===== src/rtl/core/aids_pkg.sv =====
// Shared types, codes and constants for the positional word store core.
// Used by every module under rtl/core except aids_ram; depends on nothing else.
package aids_pkg;

  localparam int unsigned DEF_CAPACITY = 64;
  localparam int unsigned DATA_W       = 32;
  localparam int unsigned POS_W        = 7;
  localparam int unsigned IDX_W        = 6;

  typedef enum logic [1:0] {
    ACT_INSERT   = 2'd0,
    ACT_DELETE   = 2'd1,
    ACT_SEARCH   = 2'd2,
    ACT_TRAVERSE = 2'd3
  } action_e;

  typedef enum logic [2:0] {
    ST_OK     = 3'd0,
    ST_BADPOS = 3'd1,
    ST_FULL   = 3'd2,
    ST_MISS   = 3'd3,
    ST_EMPTY  = 3'd4
  } status_e;

  typedef struct packed {
    action_e                   action;
    logic signed [DATA_W-1:0]  value;
    logic        [POS_W-1:0]   position;
  } in_word_t;

  typedef struct packed {
    status_e                   status;
    logic        [IDX_W-1:0]   index;
    logic signed [DATA_W-1:0]  word;
    logic                      last;
  } out_word_t;

  typedef enum logic [3:0] {
    S_IDLE,
    S_DECODE,
    S_INS_RD,
    S_INS_WR,
    S_DEL_RD,
    S_DEL_WR,
    S_SRCH_RD,
    S_SRCH_CMP,
    S_TRAV_RD,
    S_TRAV_EMIT,
    S_RESP
  } state_e;

  typedef enum logic [2:0] {
    PTR_HOLD,
    PTR_ZERO,
    PTR_COUNT,
    PTR_POS,
    PTR_INC,
    PTR_DEC
  } ptr_op_e;

  typedef enum logic [1:0] {
    CNT_HOLD,
    CNT_INC,
    CNT_DEC
  } cnt_op_e;

  typedef enum logic [1:0] {
    RD_PTR,
    RD_PTR_DEC,
    RD_PTR_INC
  } rd_sel_e;

  typedef enum logic [1:0] {
    OUT_NONE,
    OUT_RESP,
    OUT_TRAV
  } out_op_e;

  // Commands from the controller to the datapath.
  typedef struct packed {
    logic    accept;
    ptr_op_e ptr_op;
    cnt_op_e cnt_op;
    logic    ram_rd;
    rd_sel_e rd_sel;
    logic    ram_wr;
    logic    wr_value;
    logic    set_status;
    status_e status;
    out_op_e out_op;
  } cmd_t;

  // Status from the datapath to the controller.
  typedef struct packed {
    action_e action;
    logic    pos_gt_count;
    logic    pos_ge_count;
    logic    full;
    logic    empty;
    logic    ptr_gt_pos;
    logic    del_more;
    logic    scan_done;
    logic    trav_last;
    logic    match;
    logic    out_free;
  } stat_t;

endpackage


===== src/rtl/core/aids_ram.sv =====
// Generic simple dual-port RAM: one write port, one read port, registered read data.
// Standalone; no package dependency.
module aids_ram #(
  parameter int unsigned WIDTH = 32,
  parameter int unsigned DEPTH = 64
) (
  input  logic                     clk_i,
  input  logic                     wr_en_i,
  input  logic [$clog2(DEPTH)-1:0] wr_addr_i,
  input  logic [WIDTH-1:0]         wr_data_i,
  input  logic                     rd_en_i,
  input  logic [$clog2(DEPTH)-1:0] rd_addr_i,
  output logic [WIDTH-1:0]         rd_data_o
);

  logic [WIDTH-1:0] mem_q [DEPTH];
  logic [WIDTH-1:0] rd_data_q;

  always_ff @(posedge clk_i) begin
    if (wr_en_i) begin
      mem_q[wr_addr_i] <= wr_data_i;
    end
    // Read data holds until the next read.
    if (rd_en_i) begin
      rd_data_q <= mem_q[rd_addr_i];
    end
  end

  assign rd_data_o = rd_data_q;

endmodule


===== src/rtl/core/aids_ctrl.sv =====
// Controller state machine for the positional word store core.
// Depends on aids_pkg for the state, command and status types.
module aids_ctrl (
  input  logic            clk_i,
  input  logic            rst_ni,
  input  logic            in_valid_i,
  input  aids_pkg::stat_t stat_i,
  output logic            in_ready_o,
  output aids_pkg::cmd_t  cmd_o
);
  import aids_pkg::*;

  state_e state_q, state_d;
  cmd_t   cmd;

  always_ff @(posedge clk_i or negedge rst_ni) begin
    if (!rst_ni) begin
      state_q <= S_IDLE;
    end else begin
      state_q <= state_d;
    end
  end

  // Next state.
  always_comb begin
    state_d = state_q;
    unique case (state_q)
      S_IDLE: begin
        if (in_valid_i) state_d = S_DECODE;
      end
      S_DECODE: begin
        unique case (stat_i.action)
          ACT_INSERT: begin
            state_d = (stat_i.pos_gt_count || stat_i.full) ? S_RESP : S_INS_RD;
          end
          ACT_DELETE: begin
            state_d = stat_i.pos_ge_count ? S_RESP : S_DEL_RD;
          end
          ACT_SEARCH: begin
            state_d = S_SRCH_RD;
          end
          ACT_TRAVERSE: begin
            state_d = stat_i.empty ? S_RESP : S_TRAV_RD;
          end
        endcase
      end
      S_INS_RD: begin
        state_d = stat_i.ptr_gt_pos ? S_INS_WR : S_RESP;
      end
      S_INS_WR: begin
        state_d = S_INS_RD;
      end
      S_DEL_RD: begin
        state_d = stat_i.del_more ? S_DEL_WR : S_RESP;
      end
      S_DEL_WR: begin
        state_d = S_DEL_RD;
      end
      S_SRCH_RD: begin
        state_d = stat_i.scan_done ? S_RESP : S_SRCH_CMP;
      end
      S_SRCH_CMP: begin
        state_d = stat_i.match ? S_RESP : S_SRCH_RD;
      end
      S_TRAV_RD: begin
        state_d = S_TRAV_EMIT;
      end
      S_TRAV_EMIT: begin
        if (stat_i.out_free) begin
          state_d = stat_i.trav_last ? S_IDLE : S_TRAV_RD;
        end
      end
      S_RESP: begin
        if (stat_i.out_free) state_d = S_IDLE;
      end
      default: begin
        state_d = S_IDLE;
      end
    endcase
  end

  // Commands.
  always_comb begin
    cmd            = '0;
    cmd.ptr_op     = PTR_HOLD;
    cmd.cnt_op     = CNT_HOLD;
    cmd.rd_sel     = RD_PTR;
    cmd.status     = ST_OK;
    cmd.out_op     = OUT_NONE;
    unique case (state_q)
      S_IDLE: begin
        cmd.accept = 1'b1;
      end
      S_DECODE: begin
        unique case (stat_i.action)
          ACT_INSERT: begin
            if (stat_i.pos_gt_count) begin
              cmd.set_status = 1'b1;
              cmd.status     = ST_BADPOS;
            end else if (stat_i.full) begin
              cmd.set_status = 1'b1;
              cmd.status     = ST_FULL;
            end else begin
              cmd.ptr_op = PTR_COUNT;
            end
          end
          ACT_DELETE: begin
            if (stat_i.pos_ge_count) begin
              cmd.set_status = 1'b1;
              cmd.status     = ST_BADPOS;
            end else begin
              cmd.ptr_op = PTR_POS;
            end
          end
          ACT_SEARCH: begin
            cmd.ptr_op = PTR_ZERO;
          end
          ACT_TRAVERSE: begin
            if (stat_i.empty) begin
              cmd.set_status = 1'b1;
              cmd.status     = ST_EMPTY;
            end else begin
              cmd.ptr_op = PTR_ZERO;
            end
          end
        endcase
      end
      S_INS_RD: begin
        if (stat_i.ptr_gt_pos) begin
          cmd.ram_rd = 1'b1;
          cmd.rd_sel = RD_PTR_DEC;
        end else begin
          cmd.ram_wr     = 1'b1;
          cmd.wr_value   = 1'b1;
          cmd.cnt_op     = CNT_INC;
          cmd.set_status = 1'b1;
          cmd.status     = ST_OK;
        end
      end
      S_INS_WR: begin
        cmd.ram_wr = 1'b1;
        cmd.ptr_op = PTR_DEC;
      end
      S_DEL_RD: begin
        if (stat_i.del_more) begin
          cmd.ram_rd = 1'b1;
          cmd.rd_sel = RD_PTR_INC;
        end else begin
          cmd.cnt_op     = CNT_DEC;
          cmd.set_status = 1'b1;
          cmd.status     = ST_OK;
        end
      end
      S_DEL_WR: begin
        cmd.ram_wr = 1'b1;
        cmd.ptr_op = PTR_INC;
      end
      S_SRCH_RD: begin
        if (stat_i.scan_done) begin
          cmd.set_status = 1'b1;
          cmd.status     = ST_MISS;
        end else begin
          cmd.ram_rd = 1'b1;
        end
      end
      S_SRCH_CMP: begin
        if (stat_i.match) begin
          cmd.set_status = 1'b1;
          cmd.status     = ST_OK;
        end else begin
          cmd.ptr_op = PTR_INC;
        end
      end
      S_TRAV_RD: begin
        cmd.ram_rd = 1'b1;
      end
      S_TRAV_EMIT: begin
        if (stat_i.out_free) begin
          cmd.out_op = OUT_TRAV;
          if (!stat_i.trav_last) cmd.ptr_op = PTR_INC;
        end
      end
      S_RESP: begin
        if (stat_i.out_free) cmd.out_op = OUT_RESP;
      end
      default: begin
        cmd.accept = 1'b0;
      end
    endcase
  end

  assign cmd_o      = cmd;
  assign in_ready_o = cmd.accept;

  // A count update always closes the operation with its single response.
  assert property (@(posedge clk_i) disable iff (!rst_ni)
    (cmd.cnt_op != CNT_HOLD) |=> (state_q == S_RESP))
    else $error("count changed without moving to the response state");

  // An accepted word is always decoded on the next cycle.
  assert property (@(posedge clk_i) disable iff (!rst_ni)
    (in_valid_i && in_ready_o) |=> (state_q == S_DECODE))
    else $error("accepted word was not decoded");

  // Result words are loaded only from the emit and response states.
  assert property (@(posedge clk_i) disable iff (!rst_ni)
    (cmd.out_op != OUT_NONE) |-> (state_q == S_TRAV_EMIT || state_q == S_RESP))
    else $error("result word loaded outside an emit or response state");

endmodule


===== src/rtl/core/aids_dp.sv =====
// Datapath for the positional word store: request latch, pointer, count,
// entry RAM and output register. Depends on aids_pkg and aids_ram.
module aids_dp #(
  parameter int unsigned CAPACITY = aids_pkg::DEF_CAPACITY
) (
  input  logic                clk_i,
  input  logic                rst_ni,
  input  logic                in_valid_i,
  input  aids_pkg::in_word_t  in_word_i,
  input  logic                out_ready_i,
  output logic                out_valid_o,
  output aids_pkg::out_word_t out_word_o,
  input  aids_pkg::cmd_t      cmd_i,
  output aids_pkg::stat_t     stat_o
);
  import aids_pkg::*;

  localparam int unsigned CW = $clog2(CAPACITY + 1);
  localparam int unsigned AW = $clog2(CAPACITY);

  in_word_t         req_q;
  logic [CW-1:0]    ptr_q, ptr_d;
  logic [CW-1:0]    count_q, count_d;
  status_e          res_status_q;
  logic             out_valid_q;
  out_word_t        out_q, out_d;

  logic [CW-1:0]    ptr_inc, ptr_dec;
  logic [AW-1:0]    rd_addr;
  logic [DATA_W-1:0] wr_data;
  logic [DATA_W-1:0] rd_data;
  logic             out_free;
  logic             trav_last;

  assign ptr_inc   = ptr_q + CW'(1);
  assign ptr_dec   = ptr_q - CW'(1);
  assign out_free  = !out_valid_q || out_ready_i;
  assign trav_last = (ptr_inc == count_q);

  always_comb begin
    case (cmd_i.rd_sel)
      RD_PTR_DEC: rd_addr = ptr_dec[AW-1:0];
      RD_PTR_INC: rd_addr = ptr_inc[AW-1:0];
      default:    rd_addr = ptr_q[AW-1:0];
    endcase
  end

  assign wr_data = cmd_i.wr_value ? req_q.value : rd_data;

  aids_ram #(
    .WIDTH(DATA_W),
    .DEPTH(CAPACITY)
  ) u_ram (
    .clk_i    (clk_i),
    .wr_en_i  (cmd_i.ram_wr),
    .wr_addr_i(ptr_q[AW-1:0]),
    .wr_data_i(wr_data),
    .rd_en_i  (cmd_i.ram_rd),
    .rd_addr_i(rd_addr),
    .rd_data_o(rd_data)
  );

  always_comb begin
    case (cmd_i.ptr_op)
      PTR_ZERO:  ptr_d = '0;
      PTR_COUNT: ptr_d = count_q;
      PTR_POS:   ptr_d = CW'(req_q.position);
      PTR_INC:   ptr_d = ptr_inc;
      PTR_DEC:   ptr_d = ptr_dec;
      default:   ptr_d = ptr_q;
    endcase
  end

  always_comb begin
    case (cmd_i.cnt_op)
      CNT_INC: count_d = count_q + CW'(1);
      CNT_DEC: count_d = count_q - CW'(1);
      default: count_d = count_q;
    endcase
  end

  always_comb begin
    out_d = out_q;
    case (cmd_i.out_op)
      OUT_RESP: begin
        out_d.status = res_status_q;
        out_d.index  = (req_q.action == ACT_SEARCH && res_status_q == ST_OK) ?
                       IDX_W'(ptr_q) : '0;
        out_d.word   = '0;
        out_d.last   = 1'b1;
      end
      OUT_TRAV: begin
        out_d.status = ST_OK;
        out_d.index  = IDX_W'(ptr_q);
        out_d.word   = rd_data;
        out_d.last   = trav_last;
      end
      default: begin
        out_d = out_q;
      end
    endcase
  end

  always_ff @(posedge clk_i or negedge rst_ni) begin
    if (!rst_ni) begin
      ptr_q       <= '0;
      count_q     <= '0;
      out_valid_q <= 1'b0;
    end else begin
      ptr_q   <= ptr_d;
      count_q <= count_d;
      if (cmd_i.out_op != OUT_NONE) begin
        out_valid_q <= 1'b1;
      end else if (out_ready_i) begin
        out_valid_q <= 1'b0;
      end
    end
  end

  always_ff @(posedge clk_i) begin
    if (cmd_i.accept && in_valid_i) begin
      req_q <= in_word_i;
    end
    if (cmd_i.set_status) begin
      res_status_q <= cmd_i.status;
    end
    out_q <= out_d;
  end

  always_comb begin
    stat_o              = '0;
    stat_o.action       = req_q.action;
    stat_o.pos_gt_count = req_q.position > POS_W'(count_q);
    stat_o.pos_ge_count = req_q.position >= POS_W'(count_q);
    stat_o.full         = (count_q == CW'(CAPACITY));
    stat_o.empty        = (count_q == '0);
    stat_o.ptr_gt_pos   = POS_W'(ptr_q) > req_q.position;
    stat_o.del_more     = (ptr_inc < count_q);
    stat_o.scan_done    = (ptr_q == count_q);
    stat_o.trav_last    = trav_last;
    stat_o.match        = (rd_data == req_q.value);
    stat_o.out_free     = out_free;
  end

  assign out_valid_o = out_valid_q;
  assign out_word_o  = out_q;

  // The count never exceeds the capacity.
  assert property (@(posedge clk_i) disable iff (!rst_ni)
    count_q <= CW'(CAPACITY))
    else $error("entry count above capacity");

  // Every RAM write lands inside the store.
  assert property (@(posedge clk_i) disable iff (!rst_ni)
    cmd_i.ram_wr |-> (ptr_q < CW'(CAPACITY)))
    else $error("RAM write beyond capacity");

  // The output register is loaded only when its word is gone or leaving.
  assert property (@(posedge clk_i) disable iff (!rst_ni)
    (cmd_i.out_op != OUT_NONE) |-> out_free)
    else $error("output word overwritten before it was taken");

endmodule


===== src/rtl/core/array_insert_delete_search_core.sv =====
// Top level of the positional word store core: controller plus datapath.
// Depends on aids_pkg, aids_ctrl, aids_dp (and aids_ram through aids_dp).
//
// The core holds up to CAPACITY signed 32-bit words in positional order.
// An input word on the in_valid_i/in_ready_o channel carries an action
// (insert, delete, search, traverse), a value and a position. Result words
// leave on out_valid_o/out_ready_i; each carries a status, an index, a data
// word and a last flag that marks the final result of one input word.
// Insert, delete and search give one result word; traverse gives one
// result word per stored entry, or a single empty status.
//
// The core works on one input word at a time; in_ready_o is high only while
// it is idle. Every entry that an operation touches costs a read through the
// single read port of the entry RAM, then a write through its single write
// port, a compare or an emit. An insert at position p moves each entry from p
// up by one place, a delete moves each entry above p down by one place, a
// search reads entries from index 0 until a hit or the count, and a traverse
// reads every stored entry in order.
//
// Reset clears the entry count and the valid flag of the output register;
// the entry RAM needs no clearing since only entries below the count are
// read. When the receiver stalls, the result word waits in the output
// register and the controller holds its place until that register frees up;
// a new input word is taken while the last result of the previous one waits.
module array_insert_delete_search_core #(
  parameter int unsigned CAPACITY = aids_pkg::DEF_CAPACITY
) (
  input  logic                clk_i,
  input  logic                rst_ni,
  input  logic                in_valid_i,
  output logic                in_ready_o,
  input  aids_pkg::in_word_t  in_word_i,
  output logic                out_valid_o,
  input  logic                out_ready_i,
  output aids_pkg::out_word_t out_word_o
);
  import aids_pkg::*;

  cmd_t  cmd;
  stat_t stat;

  aids_ctrl u_ctrl (
    .clk_i     (clk_i),
    .rst_ni    (rst_ni),
    .in_valid_i(in_valid_i),
    .stat_i    (stat),
    .in_ready_o(in_ready_o),
    .cmd_o     (cmd)
  );

  aids_dp #(
    .CAPACITY(CAPACITY)
  ) u_dp (
    .clk_i      (clk_i),
    .rst_ni     (rst_ni),
    .in_valid_i (in_valid_i),
    .in_word_i  (in_word_i),
    .out_ready_i(out_ready_i),
    .out_valid_o(out_valid_o),
    .out_word_o (out_word_o),
    .cmd_i      (cmd),
    .stat_o     (stat)
  );

endmodule

===== config.mk =====
export PLATFORM = sky130hd
export DESIGN_NAME = array_insert_delete_search_core
export DESIGN_NICKNAME = d
export VERILOG_FILES = /design/src/rtl/core/aids_pkg.sv /design/src/rtl/core/aids_ram.sv /design/src/rtl/core/aids_ctrl.sv /design/src/rtl/core/aids_dp.sv /design/src/rtl/core/array_insert_delete_search_core.sv
export SDC_FILE = /design/constraint.sdc
export NUM_CORES = 2
export LEC_CHECK = 0
export BUFFER_PORTS_ARGS = -buffer_cell sky130_fd_sc_hd__buf_2
export CORE_ASPECT_RATIO = 1.25
export CORE_MARGIN = 5
export CORE_UTILIZATION = 31
export DETAILED_ROUTE_END_ITERATION = 10
export PLACE_DENSITY = 0.52
export SKIP_LAST_GASP = 1
export SYNTH_ARGS = -nofsm -noshare
export SYNTH_HDL_FRONTEND = slang
export SYNTH_SLANG_ARGS = --single-unit

===== constraint.sdc =====
create_clock -name clk_i -period 4.9 [get_ports clk_i]
set_input_delay 0.98 -clock clk_i [delete_from_list [all_inputs] [get_ports clk_i]]
set_output_delay 0.98 -clock clk_i [all_outputs]
set_load 0.005 [all_outputs]

==> flow_summary.rst <==
.. list-table::
   :header-rows: 1

   * - Metric
     - Value
   * - Result of the run
     - completed
   * - Clock Pin Slew Worst Setup and Hold Paths
     - 70 ps
   * - Min Hold Slack
     - 100 ps
   * - Slew Viols, Final
     - 0
   * - PnR Total Power
     - 0.0668 W
   * - Last weighted congestion value of the routability-driven placer
     - 0.869
   * - Routed metal-1 wirelength
     - 107,000 um
   * - Final clock period utilization by the worst path
     - 0.998
   * - Count of unresolved DRC violations after routing
     - 0
   * - Die H
     - 600 um
   * - CP arrival
     - 5530 ps
   * - Max transition margin
     - 0.288
   * - Critical path fanouts, max
     - 12
   * - Met2 wirelength from detailed routing
     - 132,000 um
   * - TritonCTS buffer count
     - 206
   * - Crit-path slowest cell
     - sky130_fd_sc_hd__or4b_4
   * - Total length of routed met3 wires
     - 15,600 um
   * - Share of final-layout standard cells stronger than drive strength 1
     - 0.252
   * - Post-synthesis sequential area ratio
     - 0.759
   * - Die X-Extent
     - 482 um
   * - YS warnings
     - 0
   * - Starting density of the core
     - 0.311
   * - Buffers on Ports
     - 88
   * - TritonCTS clock tree
     - built
   * - Fraction of post-synthesis cell area in the top cell type by area
     - 0.753
   * - Clock root buffer
     - sky130_fd_sc_hd__clkbuf_16
   * - Number of antenna violations at the first check in global routing
     - 8
   * - Number of enable flip-flop cells after synthesis
     - 2,166
   * - Die Area
     - 289,000 sq um
   * - Clock network latency to the later pin of the worst-skew pair
     - 900 ps
   * - Critical path data required time
     - 5540 ps
   * - Vias after detailed routing
     - 49,400
   * - Cell count of the worst reg-to-reg path
     - 19
   * - Class of the tightest hold or removal check
     - primary input to asynchronous set/reset pin
   * - Clock tree skew after final layout
     - 54.2 ps
   * - Global-route wire length before repair
     - 371,000 um
   * - Detailed-route wire length
     - 263,000 um
   * - Number of nets in the synthesized netlist
     - 5,155
   * - Maximum number of pins on one net before global-route repair
     - 65
   * - Worst setup SP type
     - flop
   * - Most frequent cells in the layout
     - sky130_fd_sc_hd__edfxtp_1 (2,166), sky130_fd_sc_hd__nand2_1 (919), sky130_fd_sc_hd__buf_4 (509)
   * - Via-per-instance ratio
     - 5.15
   * - Critical Path Stages
     - 19
   * - Library cell with the largest summed area after synthesis
     - sky130_fd_sc_hd__edfxtp_1
   * - Endpoints failing hold
     - 0
   * - Upper clock frequency limit
     - 204 MHz
   * - Element type at the critical path end
     - flop
   * - Global route total overflow
     - 0
   * - Fraction of the core area covered by cells at the end of the flow
     - 0.374
   * - Main flop type after synthesis
     - sky130_fd_sc_hd__edfxtp_1
   * - Leading post-synthesis cells by cell area
     - sky130_fd_sc_hd__edfxtp_1 (75%), sky130_fd_sc_hd__mux4_2 (6.1%), sky130_fd_sc_hd__nand2_1 (4.0%)
   * - Startpoint-to-endpoint class of the critical path
     - flop to flop
   * - Total negative slack
     - 0 ps
   * - Delay of the slowest cell on the worst path
     - 550 ps
   * - Number of top-level pins
     - 89
   * - Number of DRC violations after detailed-routing iteration 0
     - 4,861
   * - Num rows
     - 216
   * - RSZ-0062 raised after global routing
     - yes
   * - Synthesized area per cell
     - 17.0 sq um
   * - Number of failing setup endpoints in the final timing report
     - 0
   * - Number of buffer and inverter stages on the critical path
     - 4
   * - Total number of H-tree levels
     - 4
   * - Antenna Nets Post-Route
     - 0
   * - Most common cell on crit path
     - sky130_fd_sc_hd__buf_4
   * - Pwr Density
     - 644 nW/um^2
   * - Total leakage power
     - 34.4 nW
   * - Max layer used
     - met5
   * - Max VDD drop
     - 0.662 mV
   * - Synth cell types
     - 80
   * - CTS Hold Bufs
     - 0
   * - Detailed-placement wirelength estimate
     - 164,000 um
   * - DR pass1 iterations
     - 5
   * - Worst-path cell chain
     - ha_2, nand3_2, xnor2_2, ha_1, a21o_1, a21o_1, a211oi_2, nand2_2, ha_4, or2_1, o21a_4, buf_12, buf_4, buf_4, mux4_2, a211oi_1, buf_4, or4b_4, a2111oi_2
   * - Final period demand of the worst path
     - 4890 ps
   * - Kind of cell with the highest combined delay on the critical path
     - compound AO/OA/AOI/OAI gates
   * - Slew @ Worst Pin
     - 1070 ps
   * - Max-cap violation count
     - 0
   * - Core Area
     - 277,000 sq um
   * - Area of the mapped netlist
     - 86,400 sq um
   * - Cells after synthesis
     - 5,076
   * - Share of flip-flops with an asynchronous set or reset
     - 0.00870
   * - Clk sink count
     - 2,185
   * - Via count of the first global-routing pass
     - 49,600
   * - Most common cell after layout, fill and taps aside
     - sky130_fd_sc_hd__edfxtp_1
   * - Area added between synthesis and finish
     - 20.1%
   * - Flop and latch count out of synthesis
     - 2,185
   * - Wire per inst
     - 27.4 um
   * - Nets@finish
     - 5,795
   * - CTS Buffer Depth
     - 4
   * - Global-route usage over all layers
     - 0.176
## Yosys cell counts (39+ instances only)
cell and n:
sky130_fd_sc_hd__and2_1 40, sky130_fd_sc_hd__a32o_1 75, sky130_fd_sc_hd__edfxtp_1 2166, sky130_fd_sc_hd__nor2_1 46, sky130_fd_sc_hd__xor2_1 39, sky130_fd_sc_hd__nand2_1 925, sky130_fd_sc_hd__mux4_2 234, sky130_fd_sc_hd__mux2i_1 187
sky130_fd_sc_hd__clkbuf_1 88, sky130_fd_sc_hd__a31oi_1 53, sky130_fd_sc_hd__o21ai_0 52, sky130_fd_sc_hd__a32oi_1 89, sky130_fd_sc_hd__nor3_1 75, sky130_fd_sc_hd__a21oi_1 107, sky130_fd_sc_hd__nand3_1 225, sky130_fd_sc_hd__buf_2 133
## routing by layer
layer,GRT usage,vias to the layer above
met4,0.0518,2
li1,-,21300
met5,0,-
met1,0.230,26000
met3,0.0229,374
met2,0.306,1729
## repair_timing
action	in CTS	in global routing
pin swaps	3	38
resized for setup	39	114
cloned	1	4
endpoints found under the setup margin	32	32
buffers inserted	15	29
## cell type report
cell class	count	area (sq um)
inverter	33	128
clock buffer	246	5350
multi-input combinational	2558	20200
clock inverter	126	1110
fill	25700	174000
timing repair buffer	732	6840
antenna	2	5.00
sequential	2185	65500
tap	3706	4640
## worst paths after layout
check / start / end / slack (ps)
max: u_dp.ptr_q[1] / u_dp.u_ram.rd_data_o[25] / 9
min: rst_ni / u_dp.out_valid_o / 100
max reg2reg: u_dp.ptr_q[1] / u_dp.u_ram.rd_data_o[25] / 9
min reg2reg: u_dp.res_status_q[0] / u_dp.out_word_o[39] / 600
max in group asynchronous: rst_ni / u_dp.count_q[6] / 4410
min in group clk_i: in_word_i[9] / u_dp.req_q[9] / 290
## metrics by stage
step / instances / setup WS [ps] / area (sq um)
floorplan: 5076 / -70.7 / 86400
global placement: 9168 / -599 / 96000
detailed placement: 9168 / -624 / 96000
CTS: 9556 / 1.55 / 103000
global route: 9587 / -80.8 / 104000
finish: 9588 / 9.43 / 104000
## state kept, by name (all words and copies together), names as in the netlist
| register | count |
|---|---|
| u_dp.res_status_q | 3 |
| u_dp.out_word_o | 42 |
| u_dp.u_ram.mem_q | 2048 |
| u_dp.ptr_q | 7 |
| u_dp.count_q | 7 |
| u_ctrl.state_q | 4 |
| u_dp.stat_o | 2 |
| u_dp.req_q | 39 |
| u_dp.out_valid_o | 1 |
| u_dp.u_ram.rd_data_o | 32 |
## report_power, final
part,leakage [nW],switching (W),internal [W],total (W)
Sequential,19.7,0.000658,0.0254,0.0260
Clock,3.18,0.00700,0.00877,0.0158
Combinational,11.5,0.0159,0.00914,0.0250
Total,34.4,0.0236,0.0433,0.0668
## kinds of logic (layout without fill, tap and decap cells)
kind of cell / count (synthesis) / after routing / share of synthesized area
AO/OA/AOI/OAI: 579 / 579 / 0.0510
multiplexers: 459 / 459 / 0.0883
XOR/XNOR: 50 / 50 / 0.00507
AND/OR/NAND/NOR: 1436 / 1436 / 0.0723
other: 0 / 2 / 0
buffers and inverters: 333 / 1137 / 0.0196
flip-flops: 2185 / 2185 / 0.759
adder cells (fa/ha/maj): 34 / 34 / 0.00501
(Power assumes the default switching activity.)
